**config.mk**
```make
export PLATFORM = sky130hd
export DESIGN_NAME = complex_arctan_series_top
export DESIGN_NICKNAME = d
export VERILOG_FILES = /design/src/rtl/core/cas_pkg.sv /design/src/rtl/core/cas_divider.sv /design/src/rtl/core/cas_datapath.sv /design/src/rtl/core/cas_ctrl.sv /design/src/rtl/core/complex_arctan_series_top.sv
export SDC_FILE = /design/constraint.sdc
export NUM_CORES = 2
export LEC_CHECK = 0
export ABC_CLOCK_PERIOD_IN_PS = 36700
export BUFFER_PORTS_ARGS = -buffer_cell sky130_fd_sc_hd__buf_2
export CAP_MARGIN = 25
export CORE_AREA = 2 2 529 531
export CTS_CLUSTER_DIAMETER = 150
export DETAILED_ROUTE_END_ITERATION = 8
export DIE_AREA = 0 0 531 533
export PLACE_DENSITY = 0.53
export SYNTH_ARGS = -nofsm -noshare
export SYNTH_HDL_FRONTEND = slang
export SYNTH_SLANG_ARGS = --single-unit
export TNS_END_PERCENT = 30
```
**constraint.sdc**
```tcl
create_clock -name clock -period 36.7 [get_ports clock]
set_input_delay 1.835 -clock clock [delete_from_list [all_inputs] [get_ports clock]]
set_output_delay 1.835 -clock clock [all_outputs]
set_load 0.02 [all_outputs]
```
**src/rtl/core/cas_pkg.sv**
```systemverilog
// ----------------------------------------------------------------------------
// cas_pkg
// Shared types and constants for the complex arctangent series block.
// ----------------------------------------------------------------------------
package cas_pkg;

   // Internal values are Q1.31 held in 64-bit signed registers.
   localparam int FRAC_BITS = 31;
   localparam int WORD_W    = 64;
   localparam int MAG_W     = 32;
   localparam int QUOT_W    = 34;
   localparam int OUT_W     = 32;
   localparam int COUNT_W   = 13;
   localparam int EPS_W     = 31;
   localparam logic [EPS_W-1:0] EPS_RESET = 31'd2147484;
   localparam int Q28_SHIFT = FRAC_BITS - 28;

   typedef enum logic [1:0] {
      ST_CONVERGED     = 2'd0,
      ST_NOT_BELOW_ONE = 2'd1,
      ST_LIMIT         = 2'd2
   } rsp_status_type;

   typedef enum logic [3:0] {
      MS_PR_PR   = 4'd0,
      MS_PI_PI   = 4'd1,
      MS_PR_PI   = 4'd2,
      MS_EPS_EPS = 4'd3,
      MS_TR_TR   = 4'd4,
      MS_TI_TI   = 4'd5,
      MS_PR_WR   = 4'd6,
      MS_PI_WI   = 4'd7,
      MS_PR_WI   = 4'd8,
      MS_PI_WR   = 4'd9
   } mul_sel_type;

   typedef enum logic [3:0] {
      WB_NONE   = 4'd0,
      WB_SQ     = 4'd1,
      WB_CHK    = 4'd2,
      WB_T1     = 4'd3,
      WB_WR_SUB = 4'd4,
      WB_WI_DBL = 4'd5,
      WB_EPS2   = 4'd6,
      WB_T2_SUB = 4'd7,
      WB_P_ADD  = 4'd8,
      WB_Q      = 4'd9
   } wb_sel_type;

   typedef struct packed {
      logic           load;
      mul_sel_type    mul_sel;
      wb_sel_type     wb_sel;
      logic           div_start;
      logic           div_imag;
      logic           acc;
      logic           finish;
      rsp_status_type status;
   } cmd_type;

   typedef struct packed {
      logic div_done;
      logic bad;
      logic conv;
      logic n_last;
   } stat_type;

endpackage

```
**src/rtl/core/cas_divider.sv**
```systemverilog
// ----------------------------------------------------------------------------
// cas_divider
// Restoring divider, one quotient bit per cycle, rounding half away from zero.
// ----------------------------------------------------------------------------
module cas_divider #(
   parameter int DW = 14
) (
   input  logic                       clock,
   input  logic                       reset,
   input  logic                       start,
   input  logic [cas_pkg::MAG_W-1:0]  numer,
   input  logic [DW-1:0]              denom,
   output logic                       done,
   output logic [cas_pkg::QUOT_W-1:0] quot
);

   localparam int QW = cas_pkg::QUOT_W;
   localparam int CW = $clog2(QW + 1);

   logic [QW-1:0] q_ff, q_in;
   logic [DW-1:0] rem_ff, rem_in;
   logic [DW-1:0] den_ff, den_in;
   logic [CW-1:0] cnt_ff, cnt_in;
   logic          run_ff, run_in;
   logic          done_ff, done_in;
   logic [DW:0]   trial;

   always_comb begin
      q_in    = q_ff;
      rem_in  = rem_ff;
      den_in  = den_ff;
      cnt_in  = cnt_ff;
      run_in  = run_ff;
      done_in = 1'b0;
      trial   = {rem_ff, q_ff[QW-1]};
      if (start) begin
         // Adding half the divisor first gives the rounded quotient.
         q_in   = QW'(numer) + QW'(denom >> 1);
         rem_in = '0;
         den_in = denom;
         cnt_in = '0;
         run_in = 1'b1;
      end else if (run_ff) begin
         if (trial >= {1'b0, den_ff}) begin
            rem_in = DW'(trial - {1'b0, den_ff});
            q_in   = {q_ff[QW-2:0], 1'b1};
         end else begin
            rem_in = trial[DW-1:0];
            q_in   = {q_ff[QW-2:0], 1'b0};
         end
         cnt_in = cnt_ff + 1'b1;
         if (cnt_ff == CW'(QW - 1)) begin
            run_in  = 1'b0;
            done_in = 1'b1;
         end
      end
   end

   always_ff @(posedge clock) begin
      if (reset) begin
         run_ff  <= 1'b0;
         done_ff <= 1'b0;
         cnt_ff  <= '0;
      end else begin
         run_ff  <= run_in;
         done_ff <= done_in;
         cnt_ff  <= cnt_in;
      end
      q_ff   <= q_in;
      rem_ff <= rem_in;
      den_ff <= den_in;
   end

   assign done = done_ff;
   assign quot = q_ff;

endmodule

```
**src/rtl/core/cas_datapath.sv**
```systemverilog
// ----------------------------------------------------------------------------
// cas_datapath
// Series registers, shared multiplier, divider and accumulators.
// ----------------------------------------------------------------------------
module cas_datapath #(
   parameter int MAX_TERMS = 4096
) (
   input  logic                              clock,
   input  logic                              reset,
   input  logic signed [31:0]                req_z_real,
   input  logic signed [31:0]                req_z_imag,
   input  logic                              csr_write_enable,
   input  logic [cas_pkg::EPS_W-1:0]         csr_write_data,
   input  cas_pkg::cmd_type                  cmd,
   output cas_pkg::stat_type                 stat,
   output logic                              rsp_valid,
   output logic signed [cas_pkg::OUT_W-1:0]  rsp_sum_real,
   output logic signed [cas_pkg::OUT_W-1:0]  rsp_sum_imag,
   output logic [1:0]                        rsp_status,
   output logic [cas_pkg::COUNT_W-1:0]       rsp_terms_added
);

   localparam int W  = cas_pkg::WORD_W;
   localparam int MW = cas_pkg::MAG_W;
   localparam int NW = $clog2(MAX_TERMS + 1);
   localparam int DW = NW + 1;
   localparam int CW = cas_pkg::COUNT_W;
   localparam logic [W:0] HALF = (W+1)'(1) << (cas_pkg::FRAC_BITS - 1);

   function automatic logic [MW-1:0] mag_of(input logic signed [W-1:0] x);
      logic [W-1:0] m;
      m = x[W-1] ? W'(-x) : W'(x);
      return m[MW-1:0];
   endfunction

   function automatic logic signed [W-1:0] to_q28(input logic signed [W-1:0] a);
      logic [W-1:0] m;
      logic [W:0]   r;
      m = a[W-1] ? W'(-a) : W'(a);
      r = ({1'b0, m} + (W+1)'(1 << (cas_pkg::Q28_SHIFT - 1))) >> cas_pkg::Q28_SHIFT;
      if (!a[W-1] && r > (W+1)'(64'h7fffffff)) return W'(64'h7fffffff);
      if (a[W-1] && r > (W+1)'(64'h80000000)) return -W'(64'h80000000);
      return a[W-1] ? -W'(r) : W'(r);
   endfunction

   logic signed [W-1:0] pr_ff, pi_ff, wr_ff, wi_ff, tr_ff, ti_ff;
   logic signed [W-1:0] t1_ff, t2_ff, eps2_ff, accr_ff, acci_ff;
   logic [cas_pkg::EPS_W-1:0] eps_ff;
   logic [W:0]           sq_ff;
   logic [W-1:0]         prod_ff;
   logic                 neg_ff, bad_ff, conv_ff;
   logic [NW-1:0]        n_ff;
   logic                 div_neg_ff, div_imag_ff;
   logic                 valid_ff;
   logic signed [cas_pkg::OUT_W-1:0] sum_r_ff, sum_i_ff;
   logic [1:0]           status_ff;
   logic [CW-1:0]        terms_ff;

   logic signed [W-1:0]  op_a, op_b, rnd;
   logic [W:0]           rsum;
   logic signed [W-1:0]  eps_s;
   logic [MW-1:0]        div_num;
   logic                 div_done;
   logic [cas_pkg::QUOT_W-1:0] quot;
   logic signed [W-1:0]  qs;
   logic [NW+CW-1:0]     n_wide;

   assign eps_s = W'(eps_ff);

   always_comb begin
      case (cmd.mul_sel)
         cas_pkg::MS_PR_PR:   begin op_a = pr_ff; op_b = pr_ff; end
         cas_pkg::MS_PI_PI:   begin op_a = pi_ff; op_b = pi_ff; end
         cas_pkg::MS_PR_PI:   begin op_a = pr_ff; op_b = pi_ff; end
         cas_pkg::MS_EPS_EPS: begin op_a = eps_s; op_b = eps_s; end
         cas_pkg::MS_TR_TR:   begin op_a = tr_ff; op_b = tr_ff; end
         cas_pkg::MS_TI_TI:   begin op_a = ti_ff; op_b = ti_ff; end
         cas_pkg::MS_PR_WR:   begin op_a = pr_ff; op_b = wr_ff; end
         cas_pkg::MS_PI_WI:   begin op_a = pi_ff; op_b = wi_ff; end
         cas_pkg::MS_PR_WI:   begin op_a = pr_ff; op_b = wi_ff; end
         cas_pkg::MS_PI_WR:   begin op_a = pi_ff; op_b = wr_ff; end
         default:             begin op_a = pr_ff; op_b = pr_ff; end
      endcase
   end

   // Rounded product of the previous cycle, half away from zero.
   assign rsum = ({1'b0, prod_ff} + HALF) >> cas_pkg::FRAC_BITS;
   assign rnd  = neg_ff ? -W'(rsum) : W'(rsum);

   assign div_num = cmd.div_imag ? mag_of(pi_ff) : mag_of(pr_ff);
   assign qs      = div_neg_ff ? -W'(quot) : W'(quot);
   assign n_wide  = {{CW{1'b0}}, n_ff};

   cas_divider #(.DW(DW)) u_div (
      .clock (clock),
      .reset (reset),
      .start (cmd.div_start),
      .numer (div_num),
      .denom ({n_ff, 1'b1}),
      .done  (div_done),
      .quot  (quot)
   );

   always_ff @(posedge clock) begin
      prod_ff <= W'(mag_of(op_a)) * W'(mag_of(op_b));
      neg_ff  <= op_a[W-1] ^ op_b[W-1];

      if (cmd.load) begin
         pr_ff <= W'(req_z_real);
         pi_ff <= W'(req_z_imag);
      end

      case (cmd.wb_sel)
         cas_pkg::WB_SQ:     sq_ff   <= {1'b0, prod_ff};
         cas_pkg::WB_CHK:    bad_ff  <= (sq_ff + {1'b0, prod_ff}) >= ((W+1)'(1) << 62);
         cas_pkg::WB_T1:     t1_ff   <= rnd;
         cas_pkg::WB_WR_SUB: wr_ff   <= t1_ff - rnd;
         cas_pkg::WB_WI_DBL: wi_ff   <= rnd + rnd;
         cas_pkg::WB_EPS2:   eps2_ff <= rnd;
         cas_pkg::WB_T2_SUB: t2_ff   <= t1_ff - rnd;
         cas_pkg::WB_P_ADD:  begin
            pr_ff <= t2_ff;
            pi_ff <= t1_ff + rnd;
         end
         cas_pkg::WB_Q:      conv_ff <= (t1_ff + rnd) < eps2_ff;
         default:            ;
      endcase

      if (cmd.div_start) begin
         div_imag_ff <= cmd.div_imag;
         div_neg_ff  <= (cmd.div_imag ? pi_ff[W-1] : pr_ff[W-1]) ^ n_ff[0];
      end
      if (div_done) begin
         if (div_imag_ff) ti_ff <= qs;
         else             tr_ff <= qs;
      end

      if (cmd.finish) begin
         if (cmd.status == cas_pkg::ST_NOT_BELOW_ONE) begin
            sum_r_ff <= '0;
            sum_i_ff <= '0;
            terms_ff <= '0;
         end else begin
            sum_r_ff <= cas_pkg::OUT_W'(to_q28(accr_ff));
            sum_i_ff <= cas_pkg::OUT_W'(to_q28(acci_ff));
            terms_ff <= n_wide[CW-1:0];
         end
         status_ff <= cmd.status;
      end

      if (reset) begin
         valid_ff <= 1'b0;
         n_ff     <= '0;
         accr_ff  <= '0;
         acci_ff  <= '0;
         eps_ff   <= cas_pkg::EPS_RESET;
      end else begin
         valid_ff <= cmd.finish;
         if (csr_write_enable) eps_ff <= csr_write_data;
         if (cmd.load) begin
            n_ff    <= '0;
            accr_ff <= '0;
            acci_ff <= '0;
         end else if (cmd.acc) begin
            n_ff    <= n_ff + 1'b1;
            accr_ff <= accr_ff + tr_ff;
            acci_ff <= acci_ff + ti_ff;
         end
      end
   end

   assign stat.div_done = div_done;
   assign stat.bad      = bad_ff;
   assign stat.conv     = conv_ff;
   assign stat.n_last   = (n_ff == NW'(MAX_TERMS - 1));

   assign rsp_valid       = valid_ff;
   assign rsp_sum_real    = sum_r_ff;
   assign rsp_sum_imag    = sum_i_ff;
   assign rsp_status      = status_ff;
   assign rsp_terms_added = terms_ff;

endmodule

```
**src/rtl/core/cas_ctrl.sv**
```systemverilog
// ----------------------------------------------------------------------------
// cas_ctrl
// Sequencer that steps the datapath through the series one term at a time.
// ----------------------------------------------------------------------------
module cas_ctrl (
   input  logic               clock,
   input  logic               reset,
   input  logic               start,
   output logic               busy,
   output cas_pkg::cmd_type   cmd,
   input  cas_pkg::stat_type  stat
);

   typedef enum logic [24:0] {
      S_IDLE  = 25'd1 << 0,
      S_CHK1  = 25'd1 << 1,
      S_CHK2  = 25'd1 << 2,
      S_CHK3  = 25'd1 << 3,
      S_CHK4  = 25'd1 << 4,
      S_W1    = 25'd1 << 5,
      S_W2    = 25'd1 << 6,
      S_W3    = 25'd1 << 7,
      S_W4    = 25'd1 << 8,
      S_W5    = 25'd1 << 9,
      S_D1    = 25'd1 << 10,
      S_D1W   = 25'd1 << 11,
      S_D2    = 25'd1 << 12,
      S_D2W   = 25'd1 << 13,
      S_Q1    = 25'd1 << 14,
      S_Q2    = 25'd1 << 15,
      S_Q3    = 25'd1 << 16,
      S_Q4    = 25'd1 << 17,
      S_ACC   = 25'd1 << 18,
      S_P1    = 25'd1 << 19,
      S_P2    = 25'd1 << 20,
      S_P3    = 25'd1 << 21,
      S_P4    = 25'd1 << 22,
      S_P5    = 25'd1 << 23,
      S_FIN   = 25'd1 << 24
   } state_type;

   state_type state_ff, state_in;

   always_comb begin
      state_in       = state_ff;
      cmd            = '0;
      cmd.mul_sel    = cas_pkg::MS_PR_PR;
      cmd.wb_sel     = cas_pkg::WB_NONE;
      cmd.status     = cas_pkg::ST_CONVERGED;
      case (state_ff)
         S_IDLE: begin
            if (start) begin
               cmd.load = 1'b1;
               state_in = S_CHK1;
            end
         end
         S_CHK1: state_in = S_CHK2;
         S_CHK2: begin
            cmd.mul_sel = cas_pkg::MS_PI_PI;
            cmd.wb_sel  = cas_pkg::WB_SQ;
            state_in    = S_CHK3;
         end
         S_CHK3: begin
            cmd.wb_sel = cas_pkg::WB_CHK;
            state_in   = S_CHK4;
         end
         S_CHK4: begin
            if (stat.bad) begin
               cmd.finish = 1'b1;
               cmd.status = cas_pkg::ST_NOT_BELOW_ONE;
               state_in   = S_IDLE;
            end else begin
               state_in = S_W1;
            end
         end
         S_W1: state_in = S_W2;
         S_W2: begin
            cmd.mul_sel = cas_pkg::MS_PI_PI;
            cmd.wb_sel  = cas_pkg::WB_T1;
            state_in    = S_W3;
         end
         S_W3: begin
            cmd.mul_sel = cas_pkg::MS_PR_PI;
            cmd.wb_sel  = cas_pkg::WB_WR_SUB;
            state_in    = S_W4;
         end
         S_W4: begin
            cmd.mul_sel = cas_pkg::MS_EPS_EPS;
            cmd.wb_sel  = cas_pkg::WB_WI_DBL;
            state_in    = S_W5;
         end
         S_W5: begin
            cmd.wb_sel = cas_pkg::WB_EPS2;
            state_in   = S_D1;
         end
         S_D1: begin
            cmd.div_start = 1'b1;
            state_in      = S_D1W;
         end
         S_D1W: if (stat.div_done) state_in = S_D2;
         S_D2: begin
            cmd.div_start = 1'b1;
            cmd.div_imag  = 1'b1;
            state_in      = S_D2W;
         end
         S_D2W: if (stat.div_done) state_in = S_Q1;
         S_Q1: begin
            cmd.mul_sel = cas_pkg::MS_TR_TR;
            state_in    = S_Q2;
         end
         S_Q2: begin
            cmd.mul_sel = cas_pkg::MS_TI_TI;
            cmd.wb_sel  = cas_pkg::WB_T1;
            state_in    = S_Q3;
         end
         S_Q3: begin
            cmd.wb_sel = cas_pkg::WB_Q;
            state_in   = S_Q4;
         end
         S_Q4: begin
            if (stat.conv) begin
               cmd.finish = 1'b1;
               cmd.status = cas_pkg::ST_CONVERGED;
               state_in   = S_IDLE;
            end else begin
               state_in = S_ACC;
            end
         end
         S_ACC: begin
            cmd.acc  = 1'b1;
            state_in = stat.n_last ? S_FIN : S_P1;
         end
         S_P1: begin
            cmd.mul_sel = cas_pkg::MS_PR_WR;
            state_in    = S_P2;
         end
         S_P2: begin
            cmd.mul_sel = cas_pkg::MS_PI_WI;
            cmd.wb_sel  = cas_pkg::WB_T1;
            state_in    = S_P3;
         end
         S_P3: begin
            cmd.mul_sel = cas_pkg::MS_PR_WI;
            cmd.wb_sel  = cas_pkg::WB_T2_SUB;
            state_in    = S_P4;
         end
         S_P4: begin
            cmd.mul_sel = cas_pkg::MS_PI_WR;
            cmd.wb_sel  = cas_pkg::WB_T1;
            state_in    = S_P5;
         end
         S_P5: begin
            cmd.wb_sel = cas_pkg::WB_P_ADD;
            state_in   = S_D1;
         end
         S_FIN: begin
            cmd.finish = 1'b1;
            cmd.status = cas_pkg::ST_LIMIT;
            state_in   = S_IDLE;
         end
         default: state_in = S_IDLE;
      endcase
   end

   always_ff @(posedge clock) begin
      if (reset) begin
         state_ff <= S_IDLE;
      end else begin
         state_ff <= state_in;
      end
   end

   assign busy = (state_ff != S_IDLE);

endmodule

```
**src/rtl/core/complex_arctan_series_top.sv**
```systemverilog
// ----------------------------------------------------------------------------
// complex_arctan_series_top
// Complex arctangent of z by its Taylor series, Q1.31 in, Q4.28 out.
// ----------------------------------------------------------------------------
// A word is taken when start is high while busy is low. Busy then stays high
// until the result word appears. The result is shown for exactly one cycle,
// flagged by rsp_valid. The receiver cannot stall it, so it must be captured
// in that cycle. The block first checks whether the squared modulus of the
// input is below one; if it is not, the result word follows without terms.
// Otherwise the block forms z squared and eps squared. For each term it then
// divides the current power of z by (2n+1) for the real and imaginary parts,
// tests the term, adds it to the sum and forms the next power. The shared
// bit-serial divider sets the term time. Each of the two divisions by (2n+1)
// has a start state and a wait state that holds until the divider has made
// all 34 quotient bits. The shared 32 by 32 multiplier and the accumulate
// step take the rest of the term time. The sum ends at the first term whose
// modulus falls below the eps threshold, or after MAX_TERMS terms with a
// limit status. After the test that ends the sum, the result word follows in the next cycle.
//
// The eps threshold register is written through csr_write_enable and
// csr_write_data and should only be changed while the block is idle.
// ----------------------------------------------------------------------------
module complex_arctan_series_top #(
   parameter int MAX_TERMS = 4096
) (
   input  logic                              clock,
   input  logic                              reset,
   input  logic                              start,
   output logic                              busy,
   input  logic signed [31:0]                req_z_real,
   input  logic signed [31:0]                req_z_imag,
   input  logic                              csr_write_enable,
   input  logic [cas_pkg::EPS_W-1:0]         csr_write_data,
   output logic                              rsp_valid,
   output logic signed [cas_pkg::OUT_W-1:0]  rsp_sum_real,
   output logic signed [cas_pkg::OUT_W-1:0]  rsp_sum_imag,
   output logic [1:0]                        rsp_status,
   output logic [cas_pkg::COUNT_W-1:0]       rsp_terms_added
);

   // The controller and datapath talk only through these two buses.
   cas_pkg::cmd_type  cmd;
   cas_pkg::stat_type stat;

   cas_ctrl u_ctrl (
      .clock (clock),
      .reset (reset),
      .start (start),
      .busy  (busy),
      .cmd   (cmd),
      .stat  (stat)
   );

   cas_datapath #(.MAX_TERMS(MAX_TERMS)) u_dp (
      .clock            (clock),
      .reset            (reset),
      .req_z_real       (req_z_real),
      .req_z_imag       (req_z_imag),
      .csr_write_enable (csr_write_enable),
      .csr_write_data   (csr_write_data),
      .cmd              (cmd),
      .stat             (stat),
      .rsp_valid        (rsp_valid),
      .rsp_sum_real     (rsp_sum_real),
      .rsp_sum_imag     (rsp_sum_imag),
      .rsp_status       (rsp_status),
      .rsp_terms_added  (rsp_terms_added)
   );

endmodule
```
**After elaboration in Yosys (flattened, before gate mapping)**

Cells that the tools add are included.
W data, S select, Z words.

- Flip-flop bits (word level): 1,055
- Output and inout bits: 81
- Bits of input ports: 99

- Add/subtract/negate cells: 23
- $lt $le $gt $ge: 7
- Reduce and logical (&&, ||, !) cells: 22
- $mul: 1
- Multiplexer cells: 65
- Bitwise gates (word level): 4
- Equal/unequal tests: 50

Operators with widths:

| operator | number |
|---|---|
| $pmux W25 S23 | 1 |
| $mux W64 | 8 |
| $mux W32 | 15 |
| $pmux W64 S6 | 1 |
| $add A64 B64 Y64 | 4 |
| $pmux W64 S4 | 1 |
| $neg A32 Y32 | 6 |
| $add A64 B3 Y65 const B | 2 |
| $neg A34 Y64 | 2 |
| $neg A64 Y64 | 2 |
| $gt A62 B31 Y1 const B | 2 |
| $gt A62 B32 Y1 const B | 2 |
| $mux W25 | 4 |
| $pmux W4 S9 | 2 |
| $mux W34 | 2 |
| $add A64 B31 Y65 const B | 1 |
| $add A64 B64 Y65 | 1 |
| $ge A65 B63 Y1 const B | 1 |
| $lt A64 B64 Y1 | 1 |
| $mul A32 B32 Y64 | 1 |
| $sub A64 B64 Y64 | 1 |
| $add A32 B13 Y33 | 1 |
| $eq A4 B3 Y1 const B | 8 |
| $eq A25 B1 Y1 const B | 1 |
| other kinds (53) | 102 |

**Logic depth before layout (Yosys ltp)**

- Depth in word-level cells: 13
- Gate-level depth with buffers: 56
- Mapped depth without buffers: 51

**Hierarchy**

A second synthesis with hierarchy kept.

- Cells, all modules: 10,682
- Area, all modules: 96,269.8 sq um

By module, submodules not included:

| module | sequential area each (sq um) | cells an instance | area each (sq um) | instances |
|---|---|---|---|---|
| cas_datapath | 21,790.9 | 10,044 | 90,272.8 | 1 |
| cas_divider | 1,881.8 | 466 | 4,500.6 | 1 |
| cas_ctrl | 500.5 | 172 | 1,496.4 | 1 |

**Worst setup path after synthesis**

Ideal clock, no wire load.

- Path type: reg2reg
- From: register u_ctrl.state_ff[24]
- To: register u_dp.prod_ff[62]
- Stages on the path, launching flop included: 52
- Path buffers: 6
- Period minus slack after synthesis: 13.020 ns
- Data arrival time: 12.902 ns
- Setup slack: 23.680 ns
- Library setup time: 0.118 ns
- Data required time: 36.582 ns
- Cell sequence: dfxtp_1 or4_1 clkbuf_1 or3_1 nor4_4 nand3b_1 and3b_1 buf_2 buf_2 clkbuf_1 nor2_1 o21ai_0 a21boi_0 inv_1 clkbuf_1 ha_1 inv_1 a221oi_1 [16 not listed] inv_1 fa_1 inv_1 ha_1 and2_1 nor3b_1 and2_1 o2111ai_1 nand2_1 a41oi_1 a211o_1 o211a_1 a211o_1 nand3_1 a31oi_1 nor3_1 o22ai_1 xnor2_1

- Cells in the longest elaborated chain, start to end: 9
- Elaborated cells on any way between the ends: 32

Ends and longest elaborated chain:

| what | RTL line | source |
|---|---|---|
| start: declaration | cas_ctrl.sv:42 | `state_type state_ff, state_in;` |
| start signal: assignment | cas_ctrl.sv:169 | `state_ff <= state_in;` |
| $eq A25 B3 Y1 / $eq A25 B7 Y1 (equally long branches) | cas_ctrl.sv:50 | `case (state_ff)` |
| $reduce_or A2 Y1 (no source line) | - |  |
| $pmux W4 S9 (*) | cas_ctrl.sv:50 |  |
| $eq A4 B1 Y1 (tied with other cells) | cas_datapath.sv:71 | `case (cmd.mul_sel)` |
| $reduce_or A3 Y1 (no source line) / $reduce_or A2 Y1 (equally long branches) | - |  |
| $pmux W64 S4 / $pmux W64 S6 (equally long branches) | cas_datapath.sv:71 |  |
| $neg A32 Y32 | cas_datapath.sv:32 | `m = x[W-1] ? W'(-x) : W'(x);` |
| $mux W32 | cas_datapath.sv:32 |  |
| $mul A32 B32 Y64 (*) | cas_datapath.sv:105 | `prod_ff <= W'(mag_of(op_a)) * W'(mag_of(op_b));` |
| end signal: assignment | cas_datapath.sv:105 |  |
| end: declaration | cas_datapath.sv:50 | `logic [W-1:0] prod_ff;` |

Mark *: on every way between the ends. The rest lies on a longest branch, timed or not.
A chain may end at the register's enable or synchronous reset.

**Worst setup path in the final report**

Ends and elaborated chain as after synthesis.

==> metrics.yaml <==
status:
  status: "finished, violations left"
  violations: "slew limit"
global_routing:
  grt_pass1_vias: 79800
  overflow: 0
  grtUsageTotal_pct: 24.3
  grt_pass1_wl_mm: 520
  grt_max_degree: 79
  grt_antenna_before_repair: 25
min_path:
  holdPathEnd: "u_ctrl.state_ff[5]"
  min_path_type: "reg2reg"
  min_path_cells: 1
  min_from: "u_dp.bad_ff"
clock_network:
  postCtsHoldBufs: 0
  ctsResizeCount: 0
  cts_sinks: 899
  clockBufferDepth: 4
  root_buffer: "clkbuf_16"
  cts_buffers: 115
  cts_tree: "done"
  cts_max_level: 3
  post-cts-setup-buffers: 0
  clk_latency_ns: 0.86
  clk_pin_slew_ns: 0.06
placement:
  dp_hpwl_mm: 273
  place_congestion: 0.986
  place_ws_ns: 21.52
  portBuffers: 179
critical_path:
  cp.arrival_ns: 16.12
  r2r_end: "u_dp.prod_ff[62]"
  critPathCaptureType: "flip-flop"
  max_stage_delay_ns: 0.67
  cp-start-kind: "flip-flop"
  critPathMaxFanout: 34
  path_common_cell: "fa_1"
  critPathSlowestCell: "or4_1"
  required_ns: 37.39
  path_class: "reg2reg"
  r2r_setup_slack_ns: 21.27
  worstRegToRegCells: 51
  r2r-start: "u_ctrl.state_ff[24]"
drt:
  via_count: 80400
  drt_first_pass_iters: 6
  ant_nets: 0
  detail_route.wl_per_cell_um: 23.7
  avgViaCountPerCell: 5.47
  drc_errors: 0
  wl_mm: 348
  drt_iter0_markers: 7262
timing:
  drv_slew: 1
  worst_slew_pin_slew_ns: 1.59
  finalCritPeriodShare_pct: 42.0
  fin_ws_ns: 21.27
  clock.fmax_ghz: 0.0648
  relSlewSlack_pct: -5.86
  fin_tns_setup_ns: 0
  fin_skew_ns: 0.0897
  hold_viol_final: 0
  period_needed_ns: 15.43
  setup_viol: 0
  rsz0062_at_grt: "no"
job:
  cap_violations: 0
floorplanning:
  io_pins: 180
  rows: 194
  initial_core_util_pct: 34.8
  die_h_um: 533
  fp.dieArea_um2: 283000
  die_w_um: 531
  core_um2: 278000
synth:
  synth_seq_area_share_pct: 25.0
  yosysTopAreaCell: "edfxtp_1"
  ys_warn_count: 0
  synth_edf_count: 614
  synth.cell_area_um2: 96700
  synth_top_area_share_pct: 19.1
  synth_cell_types: 118
  ys_async_sr_fraction_pct: 0
  ys_ff_latch: 899
  synthTopCellsByArea: "edfxtp_1 19%, fa_1 19%, ha_1 8.9%"
  synthesis.nets: 12600
  avgSynthCellArea_um2: 8.86
  ys.flop_type: "edfxtp_1"
  synth_cells: 10900
finish:
  nets: 12600
  area_growth_pct: 9.69
  drive_gt1_share_pct: 7.66
  layout_commonest_cell: "inv_1"
  utilization_pct: 38.2
  fillCellCount: 28000
  final_cell_mix: "1286 x inv_1, 1178 x nand2_1, 1059 x nor2_1"
==> cells in the mapped netlist, types with 26 or more instances <==
cell / count
inv_1: 1289
nand2_1: 1180
nor2_1: 1060
fa_1: 903
ha_1: 685
edfxtp_1: 614
a21oi_1: 601
xnor2_1: 487
clkbuf_1: 476
o21ai_0: 424
xor2_1: 328
dfxtp_1: 285
nand3_1: 201
a21o_1: 177
nor3_1: 174
nand4_1: 126
nand2b_1: 122
nor2b_1: 109
o21a_1: 93
o31ai_1: 90
or3_1: 89
nor4_1: 84
o21bai_1: 79
mux2_2: 72
and3_1: 69
and2_1: 67
mux2i_1: 62
a31oi_1: 58
a211oi_1: 54
o41ai_1: 54
or2_2: 54
or4_1: 47
o211ai_1: 44
o21ai_1: 39
a22oi_1: 34
a211o_1: 30
buf_1: 30
nand4b_1: 26
nor3b_1: 26
==> kinds of logic (layout without fill, tap and decap cells) <==
| kind of cell | Yosys count | count (layout) | synth area share [%] |
|---|---|---|---|
| other | 0 | 13 | 0 |
| muxes | 135 | 135 | 1.50 |
| adders and majority gates | 1589 | 1589 | 27.6 |
| xor gates and xnor gates | 819 | 819 | 7.46 |
| buffers and inverters | 1826 | 1876 | 7.16 |
| and+or+nand+nor | 3546 | 3546 | 17.2 |
| AOI/OAI and AO/OA | 2095 | 2095 | 14.1 |
| DFF | 899 | 899 | 25.0 |
==> worst max-delay path, delay by kind of cell, from the launching register on <==
kind	cells	cell delay, ns
buffers and inverters	11	2.24
AO/OA/AOI/OAI	11	2.50
XOR/XNOR	2	0.26
adder cells (fa/ha/maj)	10	4.85
AND/OR/NAND/NOR	17	5.07
flip-flops	1	0.33
==> metal layers <==
| metal | up-vias | global-route usage (%) | part of all wire [%] |
|---|---|---|---|
| li1 | 36900 | - | - |
| met1 | 40100 | 33.3 | 43 |
| met2 | 2917 | 37.9 | 44 |
| met3 | 494 | 3.60 | 7.2 |
| met4 | 4 | 11.0 | 5.2 |
| met5 | - | 0 | 0.0078 |
==> area by class of cell <==
| cell class | instances | area (µm²) | share of cell area, % |
|---|---|---|---|
| Inverter | 1290 | 4840 | 4.57 |
| Timing Repair Buffer | 375 | 2420 | 2.29 |
| Multi-Input combinational cell | 8184 | 66100 | 62.4 |
| Tap cell | 3724 | 4660 | 4.39 |
| Clock inverter | 59 | 641 | 0.604 |
| Clock buffer | 152 | 3170 | 2.99 |
| Sequential cell | 899 | 24200 | 22.8 |
| Antenna cell | 13 | 32.5 | 0.0307 |
==> how the worst max path moves through the flow <==
stage / startpoint / to / slack [ns] / cells after the start
floorplan: u_ctrl.state_ff[24] / u_dp.prod_ff[62] / 23.68 / 51
finish: u_ctrl.state_ff[24] / u_dp.prod_ff[62] / 21.27 / 51
global placement: u_ctrl.state_ff[24] / u_dp.prod_ff[62] / 21.73 / 51
CTS: u_ctrl.state_ff[18] / u_dp.prod_ff[62] / 21.43 / 51
detailed placement: u_ctrl.state_ff[18] / u_dp.prod_ff[62] / 21.52 / 49
global route: u_ctrl.state_ff[24] / u_dp.prod_ff[62] / 20.38 / 49
==> stage by stage <==
step	hold WS [ns]	std cells	instance area (µm²)
after detailed placement	0.429	14500	102000
after floorplan	0.415	10900	96700
after global placement	0.427	14500	102000
final	0.428	14700	106000
after global routing	0.455	14700	106000
after CTS	0.439	14700	106000
==> sequential cells by signal (all words and copies together) (netlist names), 2 cells and up <==
name,flops
u_dp.pi_ff,33
u_dp.n_ff,13
u_dp.rsp_terms_added,13
u_dp.pr_ff,33
u_dp.ti_ff,64
u_dp.sq_ff,64
u_ctrl.state_ff,25
u_dp.rsp_status,2
u_dp.acci_ff,64
u_dp.u_div.quot,34
u_dp.tr_ff,64
u_dp.u_div.cnt_ff,6
u_dp.eps_ff,31
u_dp.t1_ff,64
u_dp.wr_ff,33
u_dp.eps2_ff,64
u_dp.prod_ff,64
u_dp.u_div.den_ff,13
u_dp.wi_ff,32
u_dp.t2_ff,33
u_dp.accr_ff,64
u_dp.rsp_sum_real,32
u_dp.rsp_sum_imag,32
u_dp.u_div.rem_ff,14
Power is not shown: default switching activity piles up to over one toggle a cycle in this logic, so the estimate is an artifact.
